`config.mk`:
```
export PLATFORM = sky130hd
export DESIGN_NAME = calendar_field_editor_unit
export DESIGN_NICKNAME = d
export VERILOG_FILES = /design/src/rtl/core/cfe_pkg.sv /design/src/rtl/core/cfe_edit_step.sv /design/src/rtl/core/cfe_weekday.sv /design/src/rtl/core/calendar_field_editor_unit.sv
export SDC_FILE = /design/constraint.sdc
export NUM_CORES = 1
export LEC_CHECK = 0
export CAP_MARGIN = 0
export CORE_MARGIN = 2
export CORE_UTILIZATION = 50
export CTS_CLUSTER_DIAMETER = 80
export DETAILED_ROUTE_END_ITERATION = 10
export DONT_BUFFER_PORTS = 1
export GPL_TIMING_DRIVEN = 0
export MAX_ROUTING_LAYER = met4
export PLACE_DENSITY = 0.74
export SYNTH_ARGS = -nofsm -noshare
export SYNTH_HDL_FRONTEND = slang
export SYNTH_SLANG_ARGS = --single-unit
```
`constraint.sdc`:
```
create_clock -name clk -period 23.5 [get_ports clk]
set_input_delay 4.7 -clock clk [delete_from_list [all_inputs] [get_ports clk]]
set_output_delay 4.7 -clock clk [all_outputs]
set_load 0.02 [all_outputs]
```
`src/rtl/core/cfe_pkg.sv`:
```
// Shared types, codes and helper functions for the calendar field editor.
// No dependencies; every other file of the block imports this package.
package cfe_pkg;

	localparam int ADDR_W      = 3;
	localparam int REG_SEL_BIT = 2;
	localparam int CENT_LSB    = 19;

	// Commands
	localparam logic [1:0] CMD_LOAD = 2'd0;
	localparam logic [1:0] CMD_NEXT = 2'd1;
	localparam logic [1:0] CMD_INC  = 2'd2;
	localparam logic [1:0] CMD_DEC  = 2'd3;

	// Field selector codes
	localparam logic [2:0] FIELD_MONTH  = 3'd0;
	localparam logic [2:0] FIELD_DAY    = 3'd1;
	localparam logic [2:0] FIELD_YEAR   = 3'd2;
	localparam logic [2:0] FIELD_HOUR   = 3'd3;
	localparam logic [2:0] FIELD_MINUTE = 3'd4;
	localparam logic [2:0] FIELD_SECOND = 3'd5;

	// Register indexes
	localparam logic REG_YEAR_LO = 1'b0;
	localparam logic REG_YEAR_HI = 1'b1;

	localparam logic [13:0] YEAR_LO_RST = 14'd2000;
	localparam logic [13:0] YEAR_HI_RST = 14'd2099;

	localparam logic [3:0] MONTH_LAST   = 4'd12;
	localparam logic [4:0] HOUR_LAST    = 5'd23;
	localparam logic [5:0] HOUR_MOD     = 6'd24;
	localparam logic [5:0] MINSEC_LAST  = 6'd59;
	localparam logic [6:0] MINSEC_MOD   = 7'd60;

	// y is a multiple of 25 iff (y * 25^-1 mod 2^14) <= floor((2^14-1)/25)
	localparam logic [13:0] DIV25_INV = 14'd7209;
	localparam logic [13:0] DIV25_LIM = 14'd655;
	// floor(y/100) = (y * 5243) >> 19 for any 14-bit y
	localparam logic [12:0] DIV100_MUL = 13'd5243;

	localparam logic [4:0] MONTH_LEN [12] = '{
		5'd31, 5'd28, 5'd31, 5'd30, 5'd31, 5'd30,
		5'd31, 5'd31, 5'd30, 5'd31, 5'd30, 5'd31
	};

	typedef struct packed {
		logic [1:0]  command;
		logic [3:0]  load_month;
		logic [4:0]  load_day;
		logic [13:0] load_year;
		logic [4:0]  load_hours;
		logic [5:0]  load_minutes;
		logic [5:0]  load_seconds;
	} cfe_in_t;

	typedef struct packed {
		logic [2:0]  field_out;
		logic [3:0]  month_out;
		logic [4:0]  day_out;
		logic [13:0] year_out;
		logic [4:0]  hours_out;
		logic [5:0]  minutes_out;
		logic [5:0]  seconds_out;
		logic [2:0]  weekday_out;
		logic        edited_out;
	} cfe_out_t;

	typedef struct packed {
		logic [2:0]  field;
		logic [3:0]  month;
		logic [4:0]  day;
		logic [13:0] year;
		logic [4:0]  hours;
		logic [5:0]  minutes;
		logic [5:0]  seconds;
		logic        edited;
	} edit_state_t;

	typedef struct packed {
		logic load_s2;
		logic load_s3;
	} wd_ctrl_t;

	localparam edit_state_t STATE_RST = '{
		field:   FIELD_MONTH,
		month:   4'd1,
		day:     5'd1,
		year:    YEAR_LO_RST,
		hours:   5'd0,
		minutes: 6'd0,
		seconds: 6'd0,
		edited:  1'b0
	};

	// Gregorian leap year: y%4==0 and (y%100!=0 or y%400==0), with
	// y%100==0 <=> y%25==0 once y%4==0, and y%400==0 <=> y%16==0 and y%25==0.
	function automatic logic is_leap(input logic [13:0] y);
		logic [13:0] p;
		p = y * DIV25_INV;
		return (y[1:0] == 2'b00) && ((p > DIV25_LIM) || (y[3:0] == 4'b0000));
	endfunction

	// Months outside 1..12 count as 31 days.
	function automatic logic [4:0] month_days(input logic [3:0] m, input logic leap);
		logic [3:0] idx;
		idx = m - 4'd1;
		if (m == 4'd0 || m > MONTH_LAST)
			return 5'd31;
		else if (m == 4'd2 && leap)
			return 5'd29;
		else
			return MONTH_LEN[idx];
	endfunction

	// floor(13*(m+1)/5) for the shifted month 3..15
	function automatic logic [5:0] wd_month_term(input logic [4:0] m);
		logic [5:0] t;
		unique case (m)
			5'd3:    t = 6'd10;
			5'd4:    t = 6'd13;
			5'd5:    t = 6'd15;
			5'd6:    t = 6'd18;
			5'd7:    t = 6'd20;
			5'd8:    t = 6'd23;
			5'd9:    t = 6'd26;
			5'd10:   t = 6'd28;
			5'd11:   t = 6'd31;
			5'd12:   t = 6'd33;
			5'd13:   t = 6'd36;
			5'd14:   t = 6'd39;
			5'd15:   t = 6'd41;
			default: t = 6'd0;
		endcase
		return t;
	endfunction

	// Zeller h (0 = Saturday) to 1 Monday .. 7 Sunday
	function automatic logic [2:0] wd_code(input logic [2:0] h);
		logic [2:0] w;
		unique case (h)
			3'd0:    w = 3'd6;
			3'd1:    w = 3'd7;
			3'd2:    w = 3'd1;
			3'd3:    w = 3'd2;
			3'd4:    w = 3'd3;
			3'd5:    w = 3'd4;
			3'd6:    w = 3'd5;
			default: w = 3'd1;
		endcase
		return w;
	endfunction

endpackage

```
`src/rtl/core/cfe_edit_step.sv`:
```
// Next-state logic of the edit registers: load, field select, wrap and day clamp.
// Depends on cfe_pkg.
module cfe_edit_step (
	input  cfe_pkg::edit_state_t cur,
	input  cfe_pkg::cfe_in_t     cmd,
	input  logic [13:0]          year_lo,
	input  logic [13:0]          year_hi,
	output cfe_pkg::edit_state_t nxt
);
	import cfe_pkg::*;

	logic        bump;
	logic        up;
	logic [3:0]  mo_n;
	logic [13:0] yr_n;
	logic [4:0]  lim;
	logic [4:0]  day_fit;
	logic [5:0]  d_inc;
	logic [5:0]  h_inc;
	logic [6:0]  mi_inc;
	logic [6:0]  se_inc;

	assign bump = (cmd.command == CMD_INC) || (cmd.command == CMD_DEC);
	assign up   = (cmd.command == CMD_INC);

	// month and year candidates first, so one leap test and one length lookup serve all
	always_comb begin
		mo_n = cur.month;
		yr_n = cur.year;
		if (bump && cur.field == FIELD_MONTH) begin
			if (up)
				mo_n = (cur.month >= MONTH_LAST) ? 4'd1 : cur.month + 4'd1;
			else
				mo_n = (cur.month <= 4'd1) ? MONTH_LAST : cur.month - 4'd1;
		end
		if (bump && cur.field == FIELD_YEAR) begin
			if (up)
				yr_n = (cur.year >= year_hi) ? year_lo : cur.year + 14'd1;
			else
				yr_n = (cur.year <= year_lo) ? year_hi : cur.year - 14'd1;
		end
	end

	assign lim     = month_days(mo_n, is_leap(yr_n));
	assign day_fit = (cur.day == 5'd0) ? 5'd1 : ((cur.day > lim) ? lim : cur.day);
	assign d_inc   = {1'b0, cur.day} + 6'd1;
	assign h_inc   = {1'b0, cur.hours} + 6'd1;
	assign mi_inc  = {1'b0, cur.minutes} + 7'd1;
	assign se_inc  = {1'b0, cur.seconds} + 7'd1;

	always_comb begin
		nxt = cur;
		unique case (cmd.command)
			CMD_LOAD: begin
				nxt.field   = FIELD_MONTH;
				nxt.month   = cmd.load_month;
				nxt.day     = cmd.load_day;
				nxt.year    = cmd.load_year;
				nxt.hours   = cmd.load_hours;
				nxt.minutes = cmd.load_minutes;
				nxt.seconds = cmd.load_seconds;
			end
			CMD_NEXT: begin
				nxt.field = (cur.field >= FIELD_SECOND) ? FIELD_MONTH : cur.field + 3'd1;
			end
			CMD_INC, CMD_DEC: begin
				nxt.edited = 1'b1;
				unique case (cur.field)
					FIELD_MONTH, FIELD_YEAR: begin
						nxt.month = mo_n;
						nxt.year  = yr_n;
						nxt.day   = day_fit;
					end
					FIELD_DAY: begin
						if (up)
							nxt.day = (d_inc > {1'b0, lim}) ? 5'd1 : d_inc[4:0];
						else
							nxt.day = (cur.day <= 5'd1) ? lim : cur.day - 5'd1;
					end
					FIELD_HOUR: begin
						if (up)
							nxt.hours = (h_inc >= HOUR_MOD) ? 5'(h_inc - HOUR_MOD) : h_inc[4:0];
						else
							nxt.hours = (cur.hours == 5'd0) ? HOUR_LAST : cur.hours - 5'd1;
					end
					FIELD_MINUTE: begin
						if (up)
							nxt.minutes = (mi_inc >= MINSEC_MOD) ? 6'(mi_inc - MINSEC_MOD)
								: mi_inc[5:0];
						else
							nxt.minutes = (cur.minutes == 6'd0) ? MINSEC_LAST
								: cur.minutes - 6'd1;
					end
					FIELD_SECOND: begin
						if (up)
							nxt.seconds = (se_inc >= MINSEC_MOD) ? 6'(se_inc - MINSEC_MOD)
								: se_inc[5:0];
						else
							nxt.seconds = (cur.seconds == 6'd0) ? MINSEC_LAST
								: cur.seconds - 6'd1;
					end
					default: begin
					end
				endcase
			end
			default: begin
			end
		endcase
	end

endmodule

```
`src/rtl/core/cfe_weekday.sv`:
```
// Two-stage weekday path (Zeller) and the result register.
// Depends on cfe_pkg; stage enables come from the top level.
module cfe_weekday (
	input  logic                 clk,
	input  cfe_pkg::wd_ctrl_t    ctrl,
	input  cfe_pkg::edit_state_t st,
	output cfe_pkg::cfe_out_t    rsp
);
	import cfe_pkg::*;

	logic [4:0]  madj;
	logic [13:0] yadj;
	logic [26:0] prod;

	edit_state_t st_s2;
	logic [4:0]  madj_s2;
	logic [13:0] yadj_s2;
	logic [7:0]  cent_s2;

	logic [13:0] hund;
	logic [6:0]  k;
	logic [10:0] sum;
	logic [4:0]  f1;
	logic [3:0]  f2;
	logic [2:0]  h;
	cfe_out_t    rsp_q;

	// Jan/Feb count as months 13/14 of the year before; year zero stays zero
	always_comb begin
		if (st.month < 4'd3) begin
			madj = {1'b0, st.month} + 5'd12;
			yadj = (st.year != 14'd0) ? st.year - 14'd1 : st.year;
		end else begin
			madj = {1'b0, st.month};
			yadj = st.year;
		end
	end

	assign prod = 27'(yadj) * 27'(DIV100_MUL);

	always_ff @(posedge clk) begin
		if (ctrl.load_s2) begin
			st_s2   <= st;
			madj_s2 <= madj;
			yadj_s2 <= yadj;
			cent_s2 <= prod[CENT_LSB +: 8];
		end
	end

	assign hund = 14'(cent_s2) * 14'd100;
	assign k    = 7'(yadj_s2 - hund);
	assign sum  = 11'(st_s2.day) + 11'(wd_month_term(madj_s2)) + 11'(k) + 11'(k[6:2])
		+ 11'(cent_s2[7:2]) + 11'(cent_s2) * 11'd5;

	// mod 7 by folding octal digits (8 == 1 mod 7)
	assign f1 = 5'(sum[2:0]) + 5'(sum[5:3]) + 5'(sum[8:6]) + 5'(sum[10:9]);
	assign f2 = 4'(f1[2:0]) + 4'(f1[4:3]);
	assign h  = (f2 >= 4'd7) ? 3'(f2 - 4'd7) : f2[2:0];

	always_ff @(posedge clk) begin
		if (ctrl.load_s3) begin
			rsp_q.field_out   <= st_s2.field;
			rsp_q.month_out   <= st_s2.month;
			rsp_q.day_out     <= st_s2.day;
			rsp_q.year_out    <= st_s2.year;
			rsp_q.hours_out   <= st_s2.hours;
			rsp_q.minutes_out <= st_s2.minutes;
			rsp_q.seconds_out <= st_s2.seconds;
			rsp_q.weekday_out <= wd_code(h);
			rsp_q.edited_out  <= st_s2.edited;
		end
	end

	assign rsp = rsp_q;

endmodule

```
`src/rtl/core/calendar_field_editor_unit.sv`:
```
// Top level of the calendar field editor: APB registers, edit state, result pipeline.
// Depends on cfe_pkg, cfe_edit_step and cfe_weekday.

// The block takes one command per clock while the result side is ready and returns
// one result beat per command, in order. Each beat passes through the edit state,
// the stage-2 register and the result register, where it turns valid. The edit
// registers take their next value in the cycle a command is accepted, so
// back-to-back commands each see the state the previous one left; the weekday is
// then worked out over two registered stages (a constant multiply for the century,
// then the Zeller sum and a mod-7 fold). Each stage holds its beat while the result
// register waits, and a new command is accepted whenever the first stage is free
// or moving on. The low and high year bounds sit at byte addresses 0 and 4 and
// must only be written while no command is in flight.
module calendar_field_editor_unit (
	input  logic                         clk,
	input  logic                         arst_n,
	input  logic                         psel,
	input  logic                         penable,
	input  logic                         pwrite,
	input  logic [cfe_pkg::ADDR_W-1:0]   paddr,
	input  logic [31:0]                  pwdata,
	output logic [31:0]                  prdata,
	output logic                         pready,
	input  logic                         cmd_valid,
	output logic                         cmd_ready,
	input  cfe_pkg::cfe_in_t             cmd,
	output logic                         rsp_valid,
	input  logic                         rsp_ready,
	output cfe_pkg::cfe_out_t            rsp
);
	import cfe_pkg::*;

	logic [13:0] year_lo_q;
	logic [13:0] year_hi_q;
	logic        cfg_we;

	edit_state_t state_q;
	edit_state_t state_d;
	logic        v1_q;
	logic        v2_q;
	logic        rsp_valid_q;
	logic        rdy1;
	logic        rdy2;
	logic        rdy3;
	logic        accept;
	wd_ctrl_t    wd_ctrl;

	// Configuration port
	assign pready = 1'b1;
	assign cfg_we = psel & penable & pwrite & pready;

	always_ff @(posedge clk or negedge arst_n) begin
		if (!arst_n) begin
			year_lo_q <= YEAR_LO_RST;
			year_hi_q <= YEAR_HI_RST;
		end else if (cfg_we) begin
			unique case (paddr[REG_SEL_BIT])
				REG_YEAR_LO: year_lo_q <= pwdata[13:0];
				REG_YEAR_HI: year_hi_q <= pwdata[13:0];
				default: begin
				end
			endcase
		end
	end

	always_comb begin
		unique case (paddr[REG_SEL_BIT])
			REG_YEAR_LO: prdata = {18'd0, year_lo_q};
			REG_YEAR_HI: prdata = {18'd0, year_hi_q};
			default:     prdata = 32'd0;
		endcase
	end

	// Pipeline control: stage 1 is the edit state itself
	assign rdy3      = !rsp_valid_q || rsp_ready;
	assign rdy2      = !v2_q || rdy3;
	assign rdy1      = !v1_q || rdy2;
	assign cmd_ready = rdy1;
	assign accept    = cmd_valid & rdy1;
	assign rsp_valid = rsp_valid_q;

	assign wd_ctrl.load_s2 = v1_q & rdy2;
	assign wd_ctrl.load_s3 = v2_q & rdy3;

	cfe_edit_step u_step (
		.cur     (state_q),
		.cmd     (cmd),
		.year_lo (year_lo_q),
		.year_hi (year_hi_q),
		.nxt     (state_d)
	);

	always_ff @(posedge clk or negedge arst_n) begin
		if (!arst_n) begin
			state_q     <= STATE_RST;
			v1_q        <= 1'b0;
			v2_q        <= 1'b0;
			rsp_valid_q <= 1'b0;
		end else begin
			if (accept)
				state_q <= state_d;
			if (rdy1)
				v1_q <= accept;
			if (rdy2)
				v2_q <= v1_q;
			if (rdy3)
				rsp_valid_q <= v2_q;
		end
	end

	cfe_weekday u_wd (
		.clk  (clk),
		.ctrl (wd_ctrl),
		.st   (state_q),
		.rsp  (rsp)
	);

`ifndef ASSERT_OFF
	// selector never leaves month..second
	a_field_range: assert property (@(posedge clk) disable iff (!arst_n)
		state_q.field <= FIELD_SECOND)
		else $error("field selector out of range");

	// edited flag is sticky
	a_edited_sticky: assert property (@(posedge clk) disable iff (!arst_n)
		state_q.edited |=> state_q.edited)
		else $error("edited flag cleared");

	// an accepted increment or decrement marks the state edited
	a_bump_edits: assert property (@(posedge clk) disable iff (!arst_n)
		accept && (cmd.command == CMD_INC || cmd.command == CMD_DEC) |=> state_q.edited)
		else $error("edit not flagged");

	// edit state must not move while its beat is held in stage 1
	a_state_hold: assert property (@(posedge clk) disable iff (!arst_n)
		v1_q && !rdy2 |=> $stable(state_q))
		else $error("edit state changed under a held beat");

	// weekday code is never zero on a valid result
	a_weekday_nz: assert property (@(posedge clk) disable iff (!arst_n)
		rsp_valid |-> rsp.weekday_out != 3'd0)
		else $error("weekday code zero");
`endif

endmodule
```
== After elaboration in Yosys (flattened, before gate mapping) ==
Memory sizes are Yosys's and may differ from the RTL's. A register that Yosys moved wholly into a read port is not among the register bits.
Cells that the tools add are included.
W data, S select, Z words.

* Bits in registers: 186
* ROM bits: 176
* Bits of input ports: 84
* Output and inout bits: 82
* Logic and storage cells: 192
* Memories kept: 2

* Add/sub/neg operators: 29
* Multipliers: 4
* $lt $le $gt $ge: 16
* Eq/ne operators: 20
* Multiplexer cells: 43
* Bitwise logic cells: 7
* Reductions and logical operators: 37

{| class="wikitable"
|+ Memory list
! name !! words !! width !! rd ports !! clocked after memory_dff !! write ports !! RTL line !! RTL
|-
| (no name shown) || 16 || 6 || 1 || 1 || 0 || cfe_pkg.sv:119 || <nowiki>unique case (m)</nowiki>
|-
| (no name shown) || 16 || 5 || 1 || 0 || 0 || cfe_pkg.sv:113 || <nowiki>return MONTH_LEN[idx];</nowiki>
|}

{| class="wikitable"
|+ Operators by type and width
! operator !! count
|-
| $mux W14 || 7
|-
| $pmux W40 S2 || 1
|-
| $mux W5 || 13
|-
| $pmux W32 S2 || 1
|-
| $mux W6 || 9
|-
| $mux W4 || 7
|-
| $mul A14 B13 Y27 const B || 1
|-
| $pmux W3 S6 || 1
|-
| $eq A3 B3 Y1 const B || 5
|-
| $add A14 B1 Y14 const B || 1
|-
| $add A6 B1 Y7 const B || 2
|-
| $ge A14 B14 Y1 || 1
|-
| $ge A7 B6 Y1 const B || 2
|-
| $gt A14 B10 Y1 const B || 1
|-
| $le A14 B14 Y1 || 1
|-
| $mul A14 B13 Y14 const B || 1
|-
| $reduce_bool A14 Y1 || 1
|-
| $sub A14 B1 Y14 const B || 1
|-
| $add A5 B1 Y6 const B || 2
|-
| $logic_not A6 Y1 || 2
|-
| $reduce_and A3 Y1 || 4
|-
| $sub A6 B1 Y6 const B || 2
|-
| $sub A6 B6 Y6 const B || 2
|-
| $add A11 B11 Y11 || 1
|-
| other kinds (54) || 87
|}

== Logic depth before layout (Yosys ltp) ==
* Depth in word-level cells: 16
* Depth in mapped cells: 45
* Gate-level depth less buffers: 42

== By module ==
From an unflattened synthesis, not the netlist that was laid out.

* Cells, all modules: 1850
* Area total of the unflattened synthesis: 18353.9 sq um

{| class="wikitable"
|+ Modules (own cells, without submodules)
! module !! instances !! cells an instance !! area each (sq um) !! sequential area each (sq um)
|-
| cfe_weekday || 1 || 787 || 9439.1 || 3393.3
|-
| cfe_edit_step || 1 || 862 || 5649.2 || 0.0
|-
| calendar_field_editor_unit || 1 || 201 || 3265.6 || 1900.6
|}

== Worst setup path before layout ==
OpenSTA, ideal clock, no wires.

* Path type: input -> register
* Start: input cmd[41] (netlist name)
* End: register state_q[36] (netlist name)
* Data arrival time: 11.217 ns
* Data required time: 23.417 ns
* Setup slack: 12.200 ns
* Stages: 33
* Buffers on the path: 2
* Path through: clkbuf_1 > nor2b_1 > nand2_1 > clkbuf_1 > o31a_2 > ha_1 > xor2_1 > ha_1 > ha_1 > inv_1 > fa_1 > fa_1 > inv_1 > ha_1 > or3_1 > o211ai_1 > xnor2_1 > xnor2_1 > xnor2_1 > xnor3_1 > mux2i_1 > o21ai_1 > ha_1 > o22ai_1 > a211oi_1 > maj3_1 > nand2_1 > a31oi_1 > a31oi_1 > nor2_1 > a211oi_1 > o21ai_0 > o21ai_0

* Word-level cells in the longest chain between the ends: 16
* Elaborated cells between the ends (all ways): 42
* Those cells by class: 1 x add/sub; 1 x mul; 4 x order compare; 5 x eq/ne; 15 x mux; 1 x bitwise; 14 x reduce/logical; 1 x memory

{| class="wikitable"
|+ Ends and longest elaborated chain
! item !! RTL line !! RTL
|-
| start: declaration || calendar_field_editor_unit.sv:26 || <nowiki>input cfe_pkg::cfe_in_t cmd,</nowiki>
|-
| $eq A2 B2 Y1, on equally long branches || cfe_edit_step.sv:23, cfe_edit_step.sv:24, cfe_edit_step.sv:53 ||
|-
| $logic_or A1 B1 Y1 || cfe_edit_step.sv:23 || <nowiki>assign bump = (cmd.command == CMD_INC) || (cmd.command == CMD_DEC);</nowiki>
|-
| $logic_and A1 B1 Y1, on equally long branches || cfe_edit_step.sv:36, cfe_edit_step.sv:30 ||
|-
| $mux W14 or $mux W4 (tied branches) || cfe_edit_step.sv:36, cfe_edit_step.sv:30 ||
|-
| $mul A14 B13 Y14 or $sub A4 B1 Y4 (tied branches) || cfe_pkg.sv:100, cfe_pkg.sv:107 ||
|-
| $gt A14 B10 Y1 or $not A4 Y5 (tied branches) || cfe_pkg.sv:101, cfe_pkg.sv:113 ||
|-
| $logic_or A1 B1 Y1 or $mem_v2 Z16 W5 (tied branches) || -- ||
|-
| $logic_and A1 B1 Y1 or $mux W5 (tied branches) || cfe_pkg.sv:101, cfe_pkg.sv:113 ||
|-
| $logic_and A1 B1 Y1 or $mux W5 (tied branches) || cfe_pkg.sv:110, cfe_pkg.sv:113 ||
|-
| $mux W5 || cfe_pkg.sv:110 || <nowiki>else if (m == 4'd2 && leap)</nowiki>
|-
| $mux W5 || cfe_pkg.sv:108 || <nowiki>if (m == 4'd0 || m > MONTH_LAST)</nowiki>
|-
| $gt A6 B5 Y1 || cfe_edit_step.sv:76 || <nowiki>nxt.day = (d_inc > {1'b0, lim}) ? 5'd1 : d_inc[4:0];</nowiki>
|-
| $mux W5 || cfe_edit_step.sv:76 ||
|-
| $mux W5 || cfe_edit_step.sv:75 || <nowiki>if (up)</nowiki>
|-
| $pmux W5 S2 || cfe_edit_step.sv:68 || <nowiki>unique case (cur.field)</nowiki>
|-
| $pmux W40 S2 || cfe_edit_step.sv:53 || <nowiki>unique case (cmd.command)</nowiki>
|-
| end signal: assignment || calendar_field_editor_unit.sv:101 || <nowiki>state_q <= state_d;</nowiki>
|-
| end: declaration || calendar_field_editor_unit.sv:37 || <nowiki>edit_state_t state_q;</nowiki>
|}

Parallel ways exist; a longest one is shown, timed or not. The select of a mux whose other input is x is not followed.
A chain may end at the register's enable or synchronous reset.

== Final worst setup path ==
* Start: input cmd[40] (netlist name)
* End: register state_q[32] (netlist name)

Same word-level chain as after synthesis.

==> results.md <==
- The via count of the first global-routing pass is approximately 13000.
- The tightest min-delay check is of the flip-flop to flip-flop type.
- The number of hold violations in the final report was 0.
- The first element of the critical path is cmd[40].
- The latest clock arrival within the worst-skew pair is between 400 and 500 ps.
- The basic-gate share of the synthesized area counting and, or, nand and nor cells is 10.2%.
- The congestion estimate from routability-driven global placement came to between 0.9 and 1.
- Global routing consumed, over all layers together, between 20% and 30% of the routing resources.
- The number of buffers created by CTS is 17.
- The setup-violating endpoint count in the final report is 0.
- The number of pins with negative max-slew slack in the final report is 0.
- The capture point of the worst reg-to-reg path is state_q[32]$_DFFE_PN1P_.
- The synthesized design contains 109 enable-type register cells.
- Setup repair after global routing left no endpoint under its margin.
- In this run the critical register-to-register path is launched from state_q[18]$_DFFE_PN0P_.
- The maximum buffer depth of the clock tree is 2.
- The kind of critical path is primary input to flip-flop.
- By count the netlist is led by 268 x sky130_fd_sc_hd__inv_1, 246 x sky130_fd_sc_hd__ha_1, 118 x sky130_fd_sc_hd__nand2_1.
- The overall die area is around 36000 sq um.
- The final-layout setup total negative slack is 0 ps.
- CTS saw 190 sinks.
- The register clock-pin slew on the reported worst setup and hold paths is approximately 80 ps.
- In this run the core area contains 68 standard-cell rows.
- The flow ran to the end, and the final reports show no timing, DRC or antenna violations.
- A synthesized cell averages a little under 10 sq um.
- The first global-routing pass estimated slightly below 70000 um of wire.
- The count of nets after finishing is ~2200.
- The placed wire-length estimate after detailed placement is roughly 33000 um.
- The die is around 190 um wide.
- After clock tree synthesis, the flow added hold-fix buffers numbering 0.
- Based on the critical path, the design can be clocked at up to between 0.07 and 0.08 GHz.
- The pin count of the biggest net entering global routing is 76.
- The setup fix buffers added after clock tree synthesis is 0.
- The cell at the root of the clock tree is sky130_fd_sc_hd__clkbuf_16.
- The placement-stage worst setup slack is just over 10000 ps.
- By area the synthesized netlist is led by sky130_fd_sc_hd__edfxtp_1 19%, sky130_fd_sc_hd__ha_1 18%, sky130_fd_sc_hd__fa_1 12%.
- The cell type with the largest total area after synthesis is sky130_fd_sc_hd__edfxtp_1.
- The H-tree was split into 4 levels.
- After detailed routing, the number of vias per cell comes to 5.60.
- The global route total overflow is 0.
- Counting every instance in the synthesized netlist gives around 1800.
- The fraction of registers with async set/reset is 39.5%.
- The arrival time at the worst endpoint is roughly 13000 ps.
- After layout, the worst path uses 54.1% of the clock period.
- STA classifies the critical path endpoint as a flip-flop.
- The initial antenna violation count is 6.
- The peak fanout along the critical path is 10.
- The yosys synthesis warning count is 0.
- For the pin with the worst max-slew slack, the measured transition is 1140 ps.
- The proportion of layout cells with a drive suffix above 1 is under 10%.
- The count of buffers from port buffering is 0.
- Wires add up to ~42000 um.
- The tool flagged a number of max-cap violations equal to 0.
- The first detailed-routing pass ran for 6 iterations.
- The DRC violation count after routing is 0.
- The core occupancy in the finished layout is between 50% and 60%.
- Subtracting the final worst setup slack from the clock period gives between 10000 and 15000 ps.
- The flop and latch count out of synthesis is 190.
- The share of synthesized area in the top cell type comes to between 10% and 20%.
- Clock skew on the completed layout was measured at just over 10 ps.
- The most common cell in the netlist is sky130_fd_sc_hd__inv_1.
- The number of violations reported at the end of detailed-routing iteration 0 is approximately 870.
- The number of cells on the worst reg-to-reg path is between 40 and 50.
- The data required time of the critical path is ~24000 ps.
- Measured against its own limit, the worst slew margin works out to between 20 and 25%.
- The slowest cell on the critical path is sky130_fd_sc_hd__clkbuf_1.
- The type of origin of the critical path is a primary input.
- The setup slack on the worst flop-to-flop path is 13270 ps.
- The post-cts gate resize count is 0.
- For this run, the register share of the synthesized area comes to 30.7%.
- The core outline area is approximately 34000 sq um.
- For this design the top-level I/O count stands at approximately 170.
- The initial utilization of the core area, before any placement, comes to ~50%.
- Once routing completed, OpenROAD measured the worst setup slack at approximately 11000 ps.
- The CTS tree is built.
- In this design, the stage delay of the slowest critical-path cell is about 640 ps.
- The die is 190 um tall.
- The layout overhead on the synthesized area is 7.56%.
- After Yosys synthesis, full adders, half adders and majority gates account for between 20% and 30% of the synthesized area.
- The mux cell area share after synthesis is between 4 and 5%.
- By instance count, the cell type seen most on the critical path is sky130_fd_sc_hd__ha_1.
- The placed instances occupy a cell area of 17900 sq um.
- The routed length per placed instance is about 19 um.
- Among all flip-flop cells after synthesis, the most frequent one is sky130_fd_sc_hd__edfxtp_1.
- The number of nets still failing antenna checks after routing is 0.
- The synthesized netlist occupies a cell area of approximately 17000 sq um.
- The end of the critical path is state_q[32]$_DFFE_PN1P_.
- The xor-xnor portion of the synthesized cell area is 4.75%.
- The share of the synthesized area in compound gates (AO/OA/AOI/OAI) is 11.8%.
- Summing over every cut layer, the via total after detailed routing is roughly 13000.
- The post-route cell area is 18500 sq um.
- Counting distinct cell types in the post-synthesis netlist gives 80.
- The combinational family with the most area after synthesis is adder cells.
-- cell families (layout without fill, tap and decap cells) --
group                    after synthesis  after routing
adder cells (fa/ha/maj)              349            349
buffers and inverters                356            390
multiplexers                          73             73
XOR/XNOR                              92             92
other                                  2             26
AO/OA/AOI/OAI                        332            332
AND/OR/NAND/NOR                      372            372
flip-flops                           190            190
-- metal layers --
layer  track usage, %  wire length, um  vias up
met3             4.63             2580       65
li1                 -                -     6073
met2             40.5            20400      386
met1             31.5            18100     6232
met5                -                0        -
met4             9.03             1150        0
-- state kept, by name (all words and copies together) (netlist names), 5 cells and up, named ones only --
name          count
state_q          44
u_wd.cent_s2      8
u_wd.madj_s2      5
u_wd.rsp         47
u_wd.st_s2       42
u_wd.yadj_s2      7
year_hi_q        14
year_lo_q        14
-- critical path: cells and delay by family --
family | cells | cell delay, ps
compound gates | 14 | 2820
xor+xnor | 1 | 130
fa+ha+maj | 8 | 2690
buf+inv | 6 | 1570
mux | 1 | 330
simple gates | 6 | 860
-- cell type report --
cell class                      instances  area (sq um)
Multi-Input combinational cell       1238         10600
Tap cell                              455           569
Sequential cell                       190          5290
Fill cell                            3029         15700
Timing Repair Buffer                    2          40.0
Inverter                              270          1010
Clock buffer                           17           425
Antenna cell                            6          15.0
Buffer                                 86           417
Clock inverter                         15           185
-- metrics by stage --
step | hold WS, ps | std cells
3_3_place_gp | 402 | 2239
4_1_cts | 417 | 2273
5_1_grt | 423 | 2279
3_5_place_dp | 405 | 2241
6_report | 415 | 2279
2_1_floorplan | 400 | 1784
-- cell usage in the layout, fill, tap and decap left out, types with 19 or more instances in the layout --
master and count:
sky130_fd_sc_hd__conb_1 20, sky130_fd_sc_hd__mux2i_1 35, sky130_fd_sc_hd__buf_4 19, sky130_fd_sc_hd__nand2_1 118, sky130_fd_sc_hd__dfstp_2 19, sky130_fd_sc_hd__clkbuf_1 53, sky130_fd_sc_hd__nor2_1 105, sky130_fd_sc_hd__ha_1 246
sky130_fd_sc_hd__edfxtp_1 109, sky130_fd_sc_hd__nor2b_1 21, sky130_fd_sc_hd__nand3_1 38, sky130_fd_sc_hd__inv_1 267, sky130_fd_sc_hd__o21ai_0 105, sky130_fd_sc_hd__nor3_1 20, sky130_fd_sc_hd__dfrtp_1 56, sky130_fd_sc_hd__mux2_2 37
sky130_fd_sc_hd__a21oi_1 91, sky130_fd_sc_hd__a21o_1 19, sky130_fd_sc_hd__xnor2_1 74, sky130_fd_sc_hd__fa_1 102
-- worst min-delay path by stage --
stage | start | end | cells past startpoint
3_3_place_gp | u_wd.st_s2[15]$_DFFE_PP_ | u_wd.rsp[18]$_DFFE_PP_ | 0
4_1_cts | u_wd.st_s2[11]$_DFFE_PP_ | u_wd.rsp[14]$_DFFE_PP_ | 0
5_1_grt | u_wd.st_s2[11]$_DFFE_PP_ | u_wd.rsp[14]$_DFFE_PP_ | 0
2_1_floorplan | u_wd.st_s2[0]$_DFFE_PP_ | u_wd.rsp[0]$_DFFE_PP_ | 0
6_report | u_wd.st_s2[11]$_DFFE_PP_ | u_wd.rsp[14]$_DFFE_PP_ | 0
3_5_place_dp | u_wd.st_s2[0]$_DFFE_PP_ | u_wd.rsp[0]$_DFFE_PP_ | 0
Power is not shown: default switching activity piles up to over one toggle a cycle in this logic, so the estimate is an artifact.
